<file path="config.mk">
export PLATFORM = sky130hd
export DESIGN_NAME = tx_completion_tracker_top
export DESIGN_NICKNAME = d
export VERILOG_FILES = /design/src/rtl/core/tct_pkg.sv /design/src/rtl/core/tct_ram.sv /design/src/rtl/core/tct_sub.sv /design/src/rtl/core/tct_seq.sv /design/src/rtl/core/tx_completion_tracker_top.sv
export SDC_FILE = /design/constraint.sdc
export NUM_CORES = 1
export LEC_CHECK = 0
export BUFFER_PORTS_ARGS = -buffer_cell sky130_fd_sc_hd__buf_4
export CAP_MARGIN = 0
export CORE_AREA = 2 2 396 398
export DETAILED_ROUTE_END_ITERATION = 10
export DIE_AREA = 0 0 398 400
export GPL_ROUTABILITY_DRIVEN = 0
export SLEW_MARGIN = 20
export SYNTH_ARGS = -nofsm -noshare
export SYNTH_HDL_FRONTEND = slang
export SYNTH_HIERARCHICAL = 1
export SYNTH_SLANG_ARGS = --single-unit
</file>
<file path="constraint.sdc">
create_clock -name clk -period 8.4 [get_ports clk]
set_input_delay 1.68 -clock clk [delete_from_list [all_inputs] [get_ports clk]]
set_output_delay 1.68 -clock clk [all_outputs]
set_load 0.01 [all_outputs]
</file>
<file path="src/rtl/core/tct_pkg.sv">
`timescale 1ns / 1ps

package tct_pkg;

  localparam int LINK_COUNT = 4;
  localparam int RING_DEPTH = 8;

  localparam int MODE_W   = 2;
  localparam int LINK_IN_W = 2;
  localparam int TAG_W    = 8;
  localparam int CNT_W    = 16;
  localparam int STATUS_W = 2;

  localparam int LINK_W    = (LINK_COUNT > 1) ? $clog2(LINK_COUNT) : 1;
  localparam int SLOT_W    = $clog2(RING_DEPTH);
  localparam int FILL_W    = $clog2(RING_DEPTH + 1);
  localparam int SUM_W     = FILL_W + 1;
  localparam int ADDR_W    = LINK_W + SLOT_W;
  localparam int MEM_DEPTH = 2 ** ADDR_W;

  localparam logic [MODE_W-1:0] MODE_RESERVE  = 2'd0;
  localparam logic [MODE_W-1:0] MODE_RELEASE  = 2'd1;
  localparam logic [MODE_W-1:0] MODE_COMPLETE = 2'd2;

  localparam logic [STATUS_W-1:0] STATUS_OK      = 2'd0;
  localparam logic [STATUS_W-1:0] STATUS_REFUSED = 2'd1;
  localparam logic [STATUS_W-1:0] STATUS_EMPTY   = 2'd2;

  typedef struct packed {
    logic [MODE_W-1:0]    mode;
    logic [LINK_IN_W-1:0] link;
    logic [TAG_W-1:0]     owner_tag;
    logic                 owner_present;
    logic [CNT_W-1:0]     packet_count;
  } req_t;

  typedef struct packed {
    logic [TAG_W-1:0] owner;
    logic             present;
    logic [CNT_W-1:0] remaining;
  } entry_t;

  localparam int ENTRY_W = $bits(entry_t);

  typedef struct packed {
    logic [STATUS_W-1:0] status;
    logic                retired;
    logic [TAG_W-1:0]    owner;
    logic                present;
    logic                last;
  } result_t;

  typedef struct packed {
    logic             a_ge_b;
    logic [CNT_W-1:0] a_minus_b;
    logic [CNT_W-1:0] b_minus_a;
  } sub_res_t;

  typedef enum logic [2:0] {
    ST_IDLE,
    ST_DISPATCH,
    ST_RD,
    ST_EVAL,
    ST_EMIT,
    ST_FLUSH
  } state_t;

endpackage

</file>
<file path="src/rtl/core/tct_ram.sv">
`timescale 1ns / 1ps

module tct_ram #(
  parameter int WIDTH = 8,
  parameter int DEPTH = 32
) (
  input  logic                     clk,
  input  logic                     we,
  input  logic [$clog2(DEPTH)-1:0] waddr,
  input  logic [WIDTH-1:0]         wdata,
  input  logic [$clog2(DEPTH)-1:0] raddr,
  output logic [WIDTH-1:0]         rdata
);

  logic [WIDTH-1:0] mem [DEPTH];

  always_ff @(posedge clk) begin
    if (we) begin
      mem[waddr] <= wdata;
    end
    rdata <= mem[raddr];
  end

endmodule

</file>
<file path="src/rtl/core/tct_sub.sv">
`timescale 1ns / 1ps

module tct_sub (
  input  logic [tct_pkg::CNT_W-1:0] a,
  input  logic [tct_pkg::CNT_W-1:0] b,
  output tct_pkg::sub_res_t         res
);
  import tct_pkg::*;

  logic [CNT_W:0] diff;

  assign diff          = {1'b0, a} - {1'b0, b};
  assign res.a_ge_b    = ~diff[CNT_W];
  assign res.a_minus_b = diff[CNT_W-1:0];
  assign res.b_minus_a = b - a;

endmodule

</file>
<file path="src/rtl/core/tct_seq.sv">
`timescale 1ns / 1ps

module tct_seq (
  input  logic             clk,
  input  logic             rst,
  input  logic             req_valid,
  output logic             req_ready,
  input  tct_pkg::req_t    req,
  input  logic             out_free,
  output logic             push,
  output tct_pkg::result_t push_res
);
  import tct_pkg::*;

  state_t state, state_next;
  state_t ret_state;

  logic [MODE_W-1:0]    mode_q;
  logic [LINK_IN_W-1:0] link_q;
  logic [TAG_W-1:0]     tag_q;
  logic                 present_q;
  logic [CNT_W-1:0]     count_q;

  logic [SLOT_W-1:0] head [LINK_COUNT];
  logic [FILL_W-1:0] fill [LINK_COUNT];

  result_t res;
  result_t pend;
  logic    pend_valid;
  result_t retire_res;

  logic [LINK_W-1:0]   idx;
  logic                link_ok;
  logic [SLOT_W-1:0]   cur_head;
  logic [FILL_W-1:0]   cur_fill;
  logic [SLOT_W-1:0]   head_inc;
  logic [SUM_W-1:0]    tail_sum;
  logic [SLOT_W-1:0]   tail;
  logic                rsv_ok;
  logic                rel_ok;
  logic                cmp_go;
  logic [FILL_W-1:0]   fill_after;
  logic                last_now;
  logic [STATUS_W-1:0] disp_status;

  logic              ram_we;
  logic [ADDR_W-1:0] ram_waddr;
  logic [ADDR_W-1:0] ram_raddr;
  entry_t            ram_wdata;
  entry_t            ram_rdata;
  logic [ENTRY_W-1:0] ram_rdata_raw;

  sub_res_t sub;

  function automatic result_t set_last(input result_t r, input logic l);
    result_t o;
    o      = r;
    o.last = l;
    return o;
  endfunction

  tct_ram #(
    .WIDTH(ENTRY_W),
    .DEPTH(MEM_DEPTH)
  ) u_ram (
    .clk  (clk),
    .we   (ram_we),
    .waddr(ram_waddr),
    .wdata(ram_wdata),
    .raddr(ram_raddr),
    .rdata(ram_rdata_raw)
  );

  assign ram_rdata = entry_t'(ram_rdata_raw);

  tct_sub u_sub (
    .a  (count_q),
    .b  (ram_rdata.remaining),
    .res(sub)
  );

  assign idx      = LINK_W'(link_q);
  assign link_ok  = 32'(link_q) < LINK_COUNT;
  assign cur_head = head[idx];
  assign cur_fill = fill[idx];
  assign head_inc = (32'(cur_head) == RING_DEPTH - 1) ? '0 : cur_head + 1'b1;
  assign tail_sum = SUM_W'(cur_head) + SUM_W'(cur_fill);
  assign tail     = (32'(tail_sum) >= RING_DEPTH) ?
                    SLOT_W'(tail_sum - SUM_W'(RING_DEPTH)) : SLOT_W'(tail_sum);

  assign rsv_ok = link_ok && (count_q != '0) && (32'(cur_fill) < RING_DEPTH);
  assign rel_ok = link_ok && (cur_fill != '0);
  assign cmp_go = (mode_q == MODE_COMPLETE) && link_ok && (count_q != '0) &&
                  (cur_fill != '0);

  assign fill_after = cur_fill - 1'b1;
  assign last_now   = (sub.a_minus_b == '0) || (fill_after == '0);

  always_comb begin
    disp_status = STATUS_OK;
    case (mode_q)
      MODE_RESERVE: begin
        if (!rsv_ok) begin
          disp_status = STATUS_REFUSED;
        end
      end
      MODE_RELEASE: begin
        if (!rel_ok) begin
          disp_status = STATUS_EMPTY;
        end
      end
      default: begin
        disp_status = STATUS_OK;
      end
    endcase
  end

  always_comb begin
    retire_res.status  = STATUS_OK;
    retire_res.retired = 1'b1;
    retire_res.owner   = ram_rdata.present ? ram_rdata.owner : '0;
    retire_res.present = ram_rdata.present;
    retire_res.last    = 1'b0;
  end

  always_comb begin
    state_next = state;
    case (state)
      ST_IDLE: begin
        if (req_valid) begin
          state_next = ST_DISPATCH;
        end
      end
      ST_DISPATCH: begin
        state_next = cmp_go ? ST_RD : ST_EMIT;
      end
      ST_RD: begin
        state_next = ST_EVAL;
      end
      ST_EVAL: begin
        if (!sub.a_ge_b || pend_valid) begin
          state_next = ST_EMIT;
        end else begin
          state_next = last_now ? ST_FLUSH : ST_RD;
        end
      end
      ST_EMIT: begin
        if (out_free) begin
          state_next = ret_state;
        end
      end
      ST_FLUSH: begin
        state_next = ST_EMIT;
      end
      default: begin
        state_next = ST_IDLE;
      end
    endcase
  end

  always_comb begin
    req_ready = (state == ST_IDLE);
    push      = (state == ST_EMIT) && out_free;
    push_res  = res;
    ram_raddr = {idx, cur_head};
    ram_we    = 1'b0;
    ram_waddr = {idx, cur_head};
    ram_wdata = ram_rdata;
    case (state)
      ST_DISPATCH: begin
        ram_we    = (mode_q == MODE_RESERVE) && rsv_ok;
        ram_waddr = {idx, tail};
        ram_wdata = '{owner: tag_q, present: present_q, remaining: count_q};
      end
      ST_EVAL: begin
        ram_we              = !sub.a_ge_b;
        ram_wdata.remaining = sub.b_minus_a;
      end
      default: begin
        ram_we = 1'b0;
      end
    endcase
  end

  always_ff @(posedge clk) begin
    if (rst) begin
      state      <= ST_IDLE;
      ret_state  <= ST_IDLE;
      pend_valid <= 1'b0;
      for (int i = 0; i < LINK_COUNT; i++) begin
        head[i] <= '0;
        fill[i] <= '0;
      end
    end else begin
      state <= state_next;
      case (state)
        ST_IDLE: begin
          if (req_valid) begin
            mode_q    <= req.mode;
            link_q    <= req.link;
            tag_q     <= req.owner_tag;
            present_q <= req.owner_present;
            count_q   <= req.packet_count;
          end
        end
        ST_DISPATCH: begin
          pend_valid <= 1'b0;
          ret_state  <= ST_IDLE;
          res        <= '{status: disp_status, retired: 1'b0, owner: '0, present: 1'b0,
                          last: 1'b1};
          if (mode_q == MODE_RESERVE) begin
            if (rsv_ok) begin
              fill[idx] <= cur_fill + 1'b1;
            end
          end else if (mode_q == MODE_RELEASE) begin
            if (rel_ok) begin
              fill[idx] <= fill_after;
            end
          end
        end
        ST_EVAL: begin
          if (sub.a_ge_b) begin
            count_q    <= sub.a_minus_b;
            head[idx]  <= head_inc;
            fill[idx]  <= fill_after;
            pend       <= retire_res;
            pend_valid <= 1'b1;
            if (pend_valid) begin
              res       <= set_last(pend, 1'b0);
              ret_state <= last_now ? ST_FLUSH : ST_RD;
            end
          end else begin
            ret_state <= ST_IDLE;
            if (pend_valid) begin
              res <= set_last(pend, 1'b1);
            end else begin
              res <= '{status: STATUS_OK, retired: 1'b0, owner: '0, present: 1'b0,
                       last: 1'b1};
            end
          end
        end
        ST_FLUSH: begin
          res       <= set_last(pend, 1'b1);
          ret_state <= ST_IDLE;
        end
        default: begin
        end
      endcase
    end
  end

  a_accept_dispatch: assert property (@(posedge clk) disable iff (rst)
    (req_valid && req_ready) |=> (state == ST_DISPATCH))
    else $error("accepted request did not move to dispatch");

  a_eval_nonempty: assert property (@(posedge clk) disable iff (rst)
    (state == ST_EVAL) |-> (cur_fill != '0))
    else $error("completion evaluated an empty ring");

  a_reserve_nonzero: assert property (@(posedge clk) disable iff (rst)
    (state == ST_DISPATCH && ram_we) |-> (count_q != '0 && link_ok))
    else $error("reserve wrote an entry with zero count");

  a_push_free: assert property (@(posedge clk) disable iff (rst)
    push |-> out_free)
    else $error("result pushed into an occupied output stage");

  a_flush_pending: assert property (@(posedge clk) disable iff (rst)
    (state == ST_FLUSH) |-> pend_valid)
    else $error("flush without a pending retired entry");

endmodule

</file>
<file path="src/rtl/core/tx_completion_tracker_top.sv">
`timescale 1ns / 1ps

// Transmit completion tracker with one ring of outstanding transmissions per link.
// Requests enter on the s_axis channel: tuser carries the mode (reserve, release,
// completion) and tdata the link, owner tag, owner-present bit and packet count.
// Results leave on the m_axis channel, one or more per request; tlast marks the
// final result of a request. A completion gives one result per retired entry, or one if it retires none.
// A request is taken only while the sequencer is idle. Reserve, release, ignored
// requests and completions that find nothing to spend pass a dispatch state, which
// forms their result, and an emit state, which pushes it into the output register.
// A completion reads the ring entries one at a time through the single entry
// memory and the shared subtract unit, using a read and an evaluate state per entry.
// Each retired entry's result is held until the next step shows whether it is the
// last; a partly spent entry is written back with its remainder and ends the walk.
// Reset empties every ring at once; the entry memory needs no clearing pass.
// If the receiver stalls, the result waits in the output register and the
// sequencer holds until that register frees, so no result is lost.
module tx_completion_tracker_top (
  input  logic        clk,
  input  logic        rst,
  input  logic        s_axis_tvalid,
  output logic        s_axis_tready,
  // link[1:0], owner_tag[9:2], owner_present[10], packet_count[26:11], zero pad
  input  logic [31:0] s_axis_tdata,
  // mode[1:0]
  input  logic [1:0]  s_axis_tuser,
  output logic        m_axis_tvalid,
  input  logic        m_axis_tready,
  // done_owner[7:0], done_owner_present[8], zero pad
  output logic [15:0] m_axis_tdata,
  // status[1:0], retired[2]
  output logic [2:0]  m_axis_tuser,
  output logic        m_axis_tlast
);
  import tct_pkg::*;

  req_t    req;
  logic    out_free;
  logic    push;
  result_t push_res;
  result_t out_q;
  logic    out_valid;

  assign req.mode          = s_axis_tuser;
  assign req.link          = s_axis_tdata[1:0];
  assign req.owner_tag     = s_axis_tdata[9:2];
  assign req.owner_present = s_axis_tdata[10];
  assign req.packet_count  = s_axis_tdata[26:11];

  assign out_free = !out_valid || m_axis_tready;

  tct_seq u_seq (
    .clk      (clk),
    .rst      (rst),
    .req_valid(s_axis_tvalid),
    .req_ready(s_axis_tready),
    .req      (req),
    .out_free (out_free),
    .push     (push),
    .push_res (push_res)
  );

  always_ff @(posedge clk) begin
    if (rst) begin
      out_valid <= 1'b0;
    end else if (push) begin
      out_valid <= 1'b1;
      out_q     <= push_res;
    end else if (m_axis_tready) begin
      out_valid <= 1'b0;
    end
  end

  assign m_axis_tvalid = out_valid;
  assign m_axis_tdata  = {7'b0, out_q.present, out_q.owner};
  assign m_axis_tuser  = {out_q.retired, out_q.status};
  assign m_axis_tlast  = out_q.last;

endmodule

</file>
# [Yosys cells after proc, flatten, opt, wreduce, memory -nomap -nowiden]
# Memory sizes are Yosys's and may differ from the RTL's. A register that Yosys moved wholly into a read port is not among the register bits.
# Cells that the tools add are included.
[totals] ff_bits=72 mem_bits_rw=828 inputBits=38 output_inout_bits=22 wordCells=138 memories=3
[memory_table] memory="u_seq.u_ram.mem" depth=32 width=25 read_ports=1 rd_clocked_by_memory_dff=1 write_ports=1 line_no="tct_ram.sv:15" source="logic [WIDTH-1:0] mem [DEPTH];"
[memory_table] memory="u_seq.fill" depth=4 width=4 read_ports=1 rd_clocked_by_memory_dff=1 write_ports=4 line_no="tct_seq.sv:25" source="logic [FILL_W-1:0] fill [LINK_COUNT];"
[memory_table] memory="u_seq.head" depth=4 width=3 read_ports=1 rd_clocked_by_memory_dff=1 write_ports=4 line_no="tct_seq.sv:24" source="logic [SLOT_W-1:0] head [LINK_COUNT];"
[op_classes] n_addsub=7 order_cmp=2 eq_ne=12 n_mux=58 n_bitwise=4 reduce_logical=31
[ops] operator="one-hot mux 16 bit (2 select lines)" count=2
[ops] operator="one-hot mux 13 bit (3 select lines)" count=1
[ops] operator="two-way mux 3 bit" count=11
[ops] operator="two-way mux 16 bit" count=2
[ops] operator="two-way mux 13 bit" count=2
[ops] operator="two-way mux 1 bit" count=25
[ops] operator="one-hot mux 3 bit (6 select lines)" count=1
[ops] operator="subtractor 16 x 16 -> 17 bit" count=1
[ops] operator="logical NOT 16 bit" count=1
[ops] operator="nonzero test 16 bit" count=1
[ops] operator="subtractor 16 bit" count=1
[ops] operator="two-way mux 4 bit" count=3
[ops] operator="two-way mux 11 bit" count=1
[ops] operator="two-way mux 2 bit" count=5
[ops] operator="equality test 3 bit, second input constant" count=3
[ops] operator="two-way mux 9 bit" count=1
[ops] operator="AND reduction 3 bit" count=3
[ops] operator="AND reduction 2 bit" count=4
[ops] operator="nonzero test 2 bit" count=4
[ops] operator="equality test 3 x 2 -> 1 bit, second input constant" count=2
[ops] operator="one-hot mux 3 bit (2 select lines)" count=1
[ops] operator="adder 3 x 4 -> 5 bit" count=1
[ops] operator="greater-or-equal comparator 5 x 4 -> 1 bit, second input constant" count=1
[ops] operator="logical AND 1 bit" count=5
[ops] operator="other kinds (26)" count=32

# [Longest topological paths before layout]
# Gate-level depths: netlist of run 1.
[logic_depth] ltp_word=11 depth_mapped=15 depth_no_buf=14

# [Cells and area by module]
# Netlist of run 1, hierarchy kept.
[by_module_without_submodules] module="tct_ram" n_inst=1 cells_each=1778 area_per_inst_um2=31826.8 seq_area_each_um2=24523.5
[by_module_without_submodules] module="tct_seq" n_inst=1 cells_each=425 area_per_inst_um2=4524.3 seq_area_each_um2=2532.4
[by_module_without_submodules] module="tct_sub" n_inst=1 cells_each=226 area_per_inst_um2=1587.8 seq_area_each_um2=0.0
[by_module_without_submodules] module="tx_completion_tracker_top" n_inst=1 cells_each=26 area_per_inst_um2=496.7 seq_area_each_um2=410.4

# [Worst setup path before layout of run 1]
# No wires, ideal clock.
[synth_path] path_kind="register to register" startpoint="register u_seq.count_q[2]" endpoint="memory u_seq/u_ram/mem[12][0] (netlist bit) (enable)" setup_time_ps=407 arrival_time_ps=3783 required_time_ps=7993 path_slack_ps=4210 path_stages_with_launch=13 n_path_buf=1 synth_period_minus_slack_ps=4190 cell_sequence="edfxtp_1 -> inv_1 -> ha_1 -> nor2b_1 -> o21a_1 -> o21ai_0 -> a21oi_1 -> o21ai_1 -> o21ai_0 -> o21ai_0 -> or3b_2 -> clkbuf_1 -> nor2_1"
[synth_via] elab_chain_len=6 elab_cells_between_ends=7 cone_classes="1 x add/sub; 3 x mux; 3 x reduce/logical"
[synth_rtl] element="from (decl)" line_no="tct_seq.sv:22" source="logic [CNT_W-1:0] count_q;"
[synth_rtl] element="from (signal assigned)" line_no="tct_seq.sv:203" source="count_q <= req.packet_count;"
[synth_rtl] element="from (signal assigned)" line_no="tct_seq.sv:223" source="count_q <= sub.a_minus_b;"
[synth_rtl] element="parallel branches: the longest is 3 deep, another holds subtractor 16 x 16 -> 17 bit"
[synth_rtl] element="one-hot mux 1 bit (2 select lines) *" line_no="tct_seq.sv:169" source="case (state)"
[synth_rtl] element="via u_seq.ram_we" line_no="tct_seq.sv:46" source="logic ram_we;"
[synth_rtl] element="two-way mux 1 bit *" line_no="tct_ram.sv:18" source="if (we) begin"
[synth_rtl] element="two-way mux 1 bit (not written as such) *" line_no="tct_ram.sv:19" source="mem[waddr] <= wdata;"
[synth_rtl] element="to (decl)" line_no="tct_ram.sv:15"
# Mark *: on every way through the listed nets, which the timed path passes.

# [Worst setup path in the final report of run 1]
[layout_path] startpoint="register u_seq.count_q[2]" endpoint="memory u_seq/u_ram/mem[19][9] (netlist bit) (enable)"
# Same word-level chain as after synthesis.

==> results of run 1 <==
-- state kept, by name (all words and copies together), names as in the netlist, 2 cells and up, named ones only --
name and flops:
u_seq/u_ram/rdata 25, m_axis_tdata 9, u_seq/push_res 13, u_seq/head 12, u_seq/ret_state 2, u_seq/mode_q 2
u_seq/tag_q 8, u_seq/pend 9, u_seq/fill 16, u_seq/u_ram/mem 800, u_seq/count_q 16, u_seq/idx 2
m_axis_tuser 3, u_seq/state 3
-- layout make-up --
class	instances	area [um2]	share of cell area
flip-flops and latches	926	27470	0.6219
multi-input cells	1341	10220	0.2315
well taps	2058	2575	0.05831
clock buffers	122	2560	0.05797
repair buffers	84	700.7	0.01587
clock inverters	45	449.2	0.01017
inverters	49	183.9	0.004165
diodes	2	5.005	0.0001133
-- power groups by stage --
stage | Sequential, W | Combinational [W] | Clock, W
finish | 0.00541 | 0.00135 | 0.00408
global route | 0.00542 | 0.00148 | 0.00434
CTS | 0.00541 | 0.00134 | 0.00417
detailed placement | 0.00551 | 0.00134 | 0
global placement | 0.00551 | 0.00132 | 0
floorplan | 0.00550 | 0.000954 | 0
-- layer usage --
metal / vias up / global-route usage / routed length, um
met1: 10410 / 0.1374 / 37500
met2: 534 / 0.1691 / 39720
met3: 126 / 0.01946 / 5072
li1: 9492 / - / -
met4: 0 / 0.03132 / 1925
met5: - / 0 / 0
-- placed cells by master (no fill, tap or decap), types with 6 or more instances in the layout --
| cell | count |
|---|---|
| nor2_1 | 30 |
| xor2_1 | 11 |
| o21ai_4 | 7 |
| nand3b_1 | 6 |
| nand2b_1 | 8 |
| and2_1 | 22 |
| o21a_1 | 8 |
| clkbuf_16 | 96 |
| nor3_1 | 39 |
| bufinv_16 | 8 |
| nor4b_1 | 8 |
| clkbuf_1 | 20 |
| a22o_1 | 52 |
| clkinv_1 | 18 |
| and3_1 | 7 |
| o21ai_0 | 27 |
| nor4_1 | 11 |
| nand2_1 | 201 |
| buf_4 | 79 |
| mux4_2 | 6 |
| ha_1 | 37 |
| nor2b_1 | 11 |
| clkbuf_8 | 6 |
| a22oi_1 | 76 |
| nand3_1 | 79 |
| a21oi_1 | 99 |
| a31oi_1 | 29 |
| edfxtp_1 | 892 |
| clkinv_2 | 11 |
| a21o_1 | 11 |
| dfxtp_1 | 34 |
| mux2i_1 | 418 |
| o21ai_2 | 11 |
| nor2_4 | 31 |
| xnor2_1 | 15 |
| inv_1 | 49 |
| conb_1 | 7 |
-- per-stage QoR --
stage                     instance area (um2)    util  hold slack (ps)
after floorplan                         38460       -            400.3
after global placement                  41020  0.2644            402.7
after detailed placement                41060  0.2647            406.5
after CTS                               44060  0.2841            417.2
after global routing                    44160  0.2847            423.6
final                                   44160  0.2847            416.0
-- worst register-to-register path, cell delays in order, from the launching register on --
cell and delay (ps):
edfxtp_1 460, inv_1 70, ha_1 380, nor2b_1 170, o21a_1 180, o21ai_0 210, a21oi_1 130, o21ai_1 320
o21ai_0 290, o21ai_0 690, nand3_1 780, nor2_4 1150
-- path summary, 6_finish.rpt --
| kind | endpoint | slack, ps | from |
|---|---|---|---|
| max | u_seq/u_ram/mem[19][9]$_DFFE_PP_ | 3170 | u_seq/count_q[2]$_DFFE_PP_ |
| min | m_axis_tdata[7]$_DFFE_PP_ | 420 | u_seq/push_res[9]$_DFFE_PP_ |
| max reg2reg | u_seq/u_ram/mem[19][9]$_DFFE_PP_ | 3170 | u_seq/count_q[2]$_DFFE_PP_ |
| min reg2reg | m_axis_tdata[7]$_DFFE_PP_ | 420 | u_seq/push_res[9]$_DFFE_PP_ |
-- cell families after synthesis --
logic type	Yosys count	synth area share
fa+ha+maj	40	0.01361
simple gates	489	0.06097
compound gates	350	0.06075
xor+xnor	26	0.005925
other cells	1	0.00009757
flops	926	0.7146
buf+inv	194	0.02992
mux	429	0.1141
==> run summary, run 1 <==
Seq cells post-synth: 926
Worst-skew pair later-pin latency: 650 ps
Synth top cells by count: edfxtp_1, mux2i_1, nand2_1
Core area: 155100 um2
Final Hold Fails: 0
P_int: 0.008185 W
Cell count of the worst hold path: 0
Synth top area share: 0.6969
Fmax: 0.1912 GHz
Switch share: 0.2450
Skew final: 21.88 ps
Via/cell ratio: 4.444
H-tree depth: 3
I/O Pins: 60
WL final: 84.23 mm
TritonCTS clock tree: built
Top Family by Delay on Critical Path: simple AND/OR/NAND/NOR gates
TNS Setup: 0 ps
Total GRT Usage: 0.1029
First-pass GRT wire length: 125.1 mm
Starting Density: 0.2478
Mapped Cells: 2455
Relative slew slack: 0.2445
Post-detailed-route count of antenna-violating nets: 0
Largest net degree at the start of global routing: 120
WS Path Type: flip-flop to flip-flop
Crit share post-route: 0.6227
# rows: 145
Library cells used by synthesis: 70
Max-cap viol count: 0
Cell repeated most along the worst path: o21ai_0
Worst EP arrival: 5490 ps
Die Y: 400 um
Setup crit start kind: flip-flop
Vias: 20560
Clock power frac: 0.376
Starting DRC count in detailed routing: 1648
CP peak stage delay: 1140 ps
Initial antenna violation count: 1
Die ar.: 159200 um2
Clock slew seen by the registers of the worst setup and hold paths: 60 ps
PortBufs: 47
CP max FO: 25
Worst vdd ir: 170.7 uV
Worst setup margin: 3170 ps
Synth warn: 6
PD cells: 245.5 nW/um2
Resized cells post-CTS: 0
Dpl ws: 3227 ps
Syn avg cell area: 15.66 um2
Final Max Slew Viols: 0
CTS root buf: clkbuf_16
Psw: 0.002656 W
Synth-to-layout area growth: 14.90%
Slowest-stage cell, CP: nor2_4
Comb pwr share: 0.125
Post-synth EDFFs: 892
Layout Cells excl Fill: 4627
Pre-antenna DRT Iters: 5
Total gr overflow: 0
Final critical-path required period: 5230 ps
Critical Path End Type: flip-flop
Primary FF master, synth: edfxtp_1
Routed len/inst: 18.20 um
Flop pwr share: 0.499
Hold crit path type: flip-flop to flip-flop
Post-Place Cells: 4457
Residual DRC: 0
Seq/Total Area, Yosys: 0.7146
RSZ-0062 raised after global routing: no
Area leader, netlist: edfxtp_1
FILL cells: 15410
Synthesized area: 38440 um2
Ordered cell list for the critical path: inv_1 -> ha_1 -> nor2b_1 -> o21a_1 -> o21ai_0 -> a21oi_1 -> o21ai_1 -> o21ai_0 -> o21ai_0 -> nand3_1 -> nor2_4
Result of the run: finished clean
Setup violations, final: 0
R2R depth: 11
Die width: 398 um
DP HPWL: 48.36 mm
Max clock buf depth: 3
Post-CTS setup buffer count: 0
Final Power: 0.01084 W
Most common cell in the netlist: edfxtp_1
Final net count: 2573
Vias in the first global route: 20260
LEAKAGE: 14.61 nW
CTS buffer count: 93
Post-synth ARST share: 0
Clock Sinks: 926
Crit path buf inv count: 1
Pin slew with the least headroom to its limit: 1131 ps
Hold Buf Count CTS: 0
Share of cells above drive strength 1: 0.1180
CP required: 8660 ps
WP depth: 11
Synth top area cells: edfxtp_1, mux2i_1, nand2_1
(Power assumes the default switching activity.)
==> run 2: changes to the inputs <==
==> constraint.sdc (replaced) <==
create_clock -name clk -period 4.8 [get_ports clk]
set_input_delay 0.96 -clock clk [delete_from_list [all_inputs] [get_ports clk]]
set_output_delay 0.96 -clock clk [all_outputs]
set_load 0.01 [all_outputs]
==> run 2 against run 1 <==
Compared with the run above:
- non-clock buffer count up 53
- critical path depth rose by 3
- largest cell class unchanged
- sequential cell count stayed put
- largest power group unchanged
- first-iteration DRC count is 0.73% lower
==> run summary, run 2 (synthesis results as in run 1) <==
Result of the run: finished clean
Comb pwr share: 0.128 (+0.003)
Synth-to-layout area growth: 16.54%
TNS Setup: 0 ps (unchanged)
Hold Buf Count CTS: 0 (unchanged)
Clock Sinks: 926 (unchanged)
Slowest-stage cell, CP: or3b_2
RSZ-0062 raised after global routing: no
Pre-antenna DRT Iters: 5 (unchanged)
Via/cell ratio: 4.449 (about the same)
H-tree depth: 3 (unchanged)
Biggest regs: u_seq/u_ram/mem: 800 flops, u_seq/u_ram/rdata: 25 flops
CP Launch Point: u_seq/count_q[0]$_DFFE_PP_
LEAKAGE: 14.92 nW (+2.1%)
I/O Pins: 60 (unchanged)
P_int: 0.01418 W (+73%)
Multi-input logic area: 10200 um2 (-0.21%)
Starting Density: 0.2478 (unchanged)
Most flops, register: u_seq/u_ram/mem
Met3 wire len: 4.299 mm (-15%)
CP peak stage delay: 690 ps (-450 ps)
WS Path Type: flip-flop to flip-flop
Post-detailed-route count of antenna-violating nets: 0 (unchanged)
Total gr overflow: 0 (unchanged)
Final critical-path required period: 4464 ps (-766.3 ps)
Vias in the first global route: 20630 (+1.8%)
Core area: 155100 um2 (unchanged)
Worst EP arrival: 4800 ps (-690 ps)
Final Max Slew Viols: 0 (unchanged)
Die Y: 400 um (unchanged)
Dpl ws: 358.3 ps (-2869 ps)
Clock power frac: 0.370 (-0.006)
Ordered cell list for the critical path: inv_1 -> ha_1 -> fa_1 -> nor2b_1 -> o21a_1 -> o21ai_0 -> a21oi_1 -> o21ai_1 -> o21ai_0 -> o21ai_0 -> buf_4 -> or3b_2 -> nor2_4 -> buf_4
Flop pwr share: 0.502 (+0.003)
Final net count: 2626 (+2.1%)
Starting DRC count in detailed routing: 1636 (-0.73%)
WL final: 87.19 mm (+3.5%)
Psw: 0.004684 W (+76%)
Setup crit start kind: flip-flop
Seq. cell area: 27470 um2 (unchanged)
Setup violations, final: 0 (unchanged)
# rows: 145 (unchanged)
Hold slack: 415.5 ps (-0.5350 ps)
Final Hold Fails: 0 (unchanged)
Cell repeated most along the worst path: o21ai_0
Max clock buf depth: 3 (unchanged)
Worst-skew pair later-pin latency: 660 ps (about the same)
Commonest non-fill, non-tap cell in the layout: edfxtp_1
CTS root buf: clkbuf_16
Critical Path End Type: flip-flop
TritonCTS clock tree: built
FILL cells: 15340 (-0.44%)
Routed len/inst: 18.62 um (+2.3%)
Clock slew seen by the registers of the worst setup and hold paths: 60 ps (about the same)
Relative slew slack: 0.2680 (+0.02343)
Max reg flops: 800 (unchanged)
Die width: 398 um (unchanged)
Fmax: 0.2240 GHz (+17%)
CTS buffer count: 93 (unchanged)
Die ar.: 159200 um2 (unchanged)
DP HPWL: 49.92 mm (+3.2%)
Met1 Wirelength: 39.23 mm (+4.6%)
DR top layer: met4
CP required: 5130 ps (-3530 ps)
Residual DRC: 0 (unchanged)
Vias: 20840 (+1.3%)
Pin slew with the least headroom to its limit: 1095 ps (-35.12 ps)
PortBufs: 47 (unchanged)
Crit share post-route: 0.9300 (+0.3074)
Worst setup margin: 335.8 ps (-2834 ps)
Resized cells post-CTS: 0 (unchanged)
Total GRT Usage: 0.1074 (+0.004422)
Post-CTS setup buffer count: 0 (unchanged)
Routed wl met2: 42.10 mm (+6.0%)
CP max FO: 11 (-56%)
Skew final: 27.07 ps (+5.188 ps)
First-pass GRT wire length: 130.3 mm (+4.1%)
Largest net degree at the start of global routing: 116 (-3.3%)
Commonest cells after routing, fill and taps aside: edfxtp_1, mux2i_1, nand2_1
Worst vdd ir: 232.8 uV (+36%)
PD cells: 421.1 nW/um2 (+72%)
Switch share: 0.2483 (+0.003324)
Initial antenna violation count: 1 (unchanged)
Max-cap viol count: 0 (unchanged)
Worst hold path startpoint: u_seq/push_res[2]$_DFFE_PP_
Hold crit path type: flip-flop to flip-flop
Startpoint of the worst register-to-register path: u_seq/count_q[0]$_DFFE_PP_
Share of cells above drive strength 1: 0.1353 (+0.01725)
-- run 2: per-layer routing --
metal	GRT usage	vias to the layer above
li1	-	9631
met1	0.1461	10590
met2	0.1789	513
met3	0.01552	104
met4	0.02780	0
met5	0	-
-- run 2: cell type report --
class | instances | share of cell area
clock inverters | 51 | 0.009413
well taps | 2058 | 0.05749
inverters | 49 | 0.004106
diodes | 2 | 0.0001117
multi-input cells | 1341 | 0.2278
clock buffers | 120 | 0.05603
repair buffers | 137 | 0.03190
flip-flops and latches | 926 | 0.6132
-- run 2: critical path: cells and delay by family (launching register included) --
| kind | cells | cell delay [ps] |
|---|---|---|
| compound gates | 6 | 1600 |
| fa+ha+maj | 2 | 460 |
| buf+inv | 3 | 580 |
| simple gates | 3 | 980 |
| flops | 1 | 480 |
-- run 2: power groups by stage --
stage,combinational (W),clock [W],sequential [W]
3_3_place_gp,0.00235,0,0.00964
2_1_floorplan,0.00167,0,0.00962
5_1_grt,0.00263,0.00746,0.00948
3_5_place_dp,0.00240,0,0.00965
4_1_cts,0.00241,0.00714,0.00947
6_report,0.00241,0.00698,0.00947
-- run 2: metrics by stage --
step                utilization  area, um2  power [W]  cells
floorplan                     -      38460    0.01129   2461
global placement         0.2695      41810    0.01200   4511
detailed placement       0.2696      41830    0.01204   4511
CTS                      0.2885      44760    0.01902   4682
global route             0.2887      44790    0.01957   4682
finish                   0.2888      44790    0.01886   4684
-- run 2: worst paths after layout --
kind                                           end  slack (ps)  cells past startpoint
hold reg to reg          m_axis_tdata[0]$_DFFE_PP_         420                      0
setup / recovery  u_seq/u_ram/mem[8][21]$_DFFE_PP_         340                     14
hold / removal           m_axis_tdata[0]$_DFFE_PP_         420                      0
setup reg to reg  u_seq/u_ram/mem[8][21]$_DFFE_PP_         340                     14
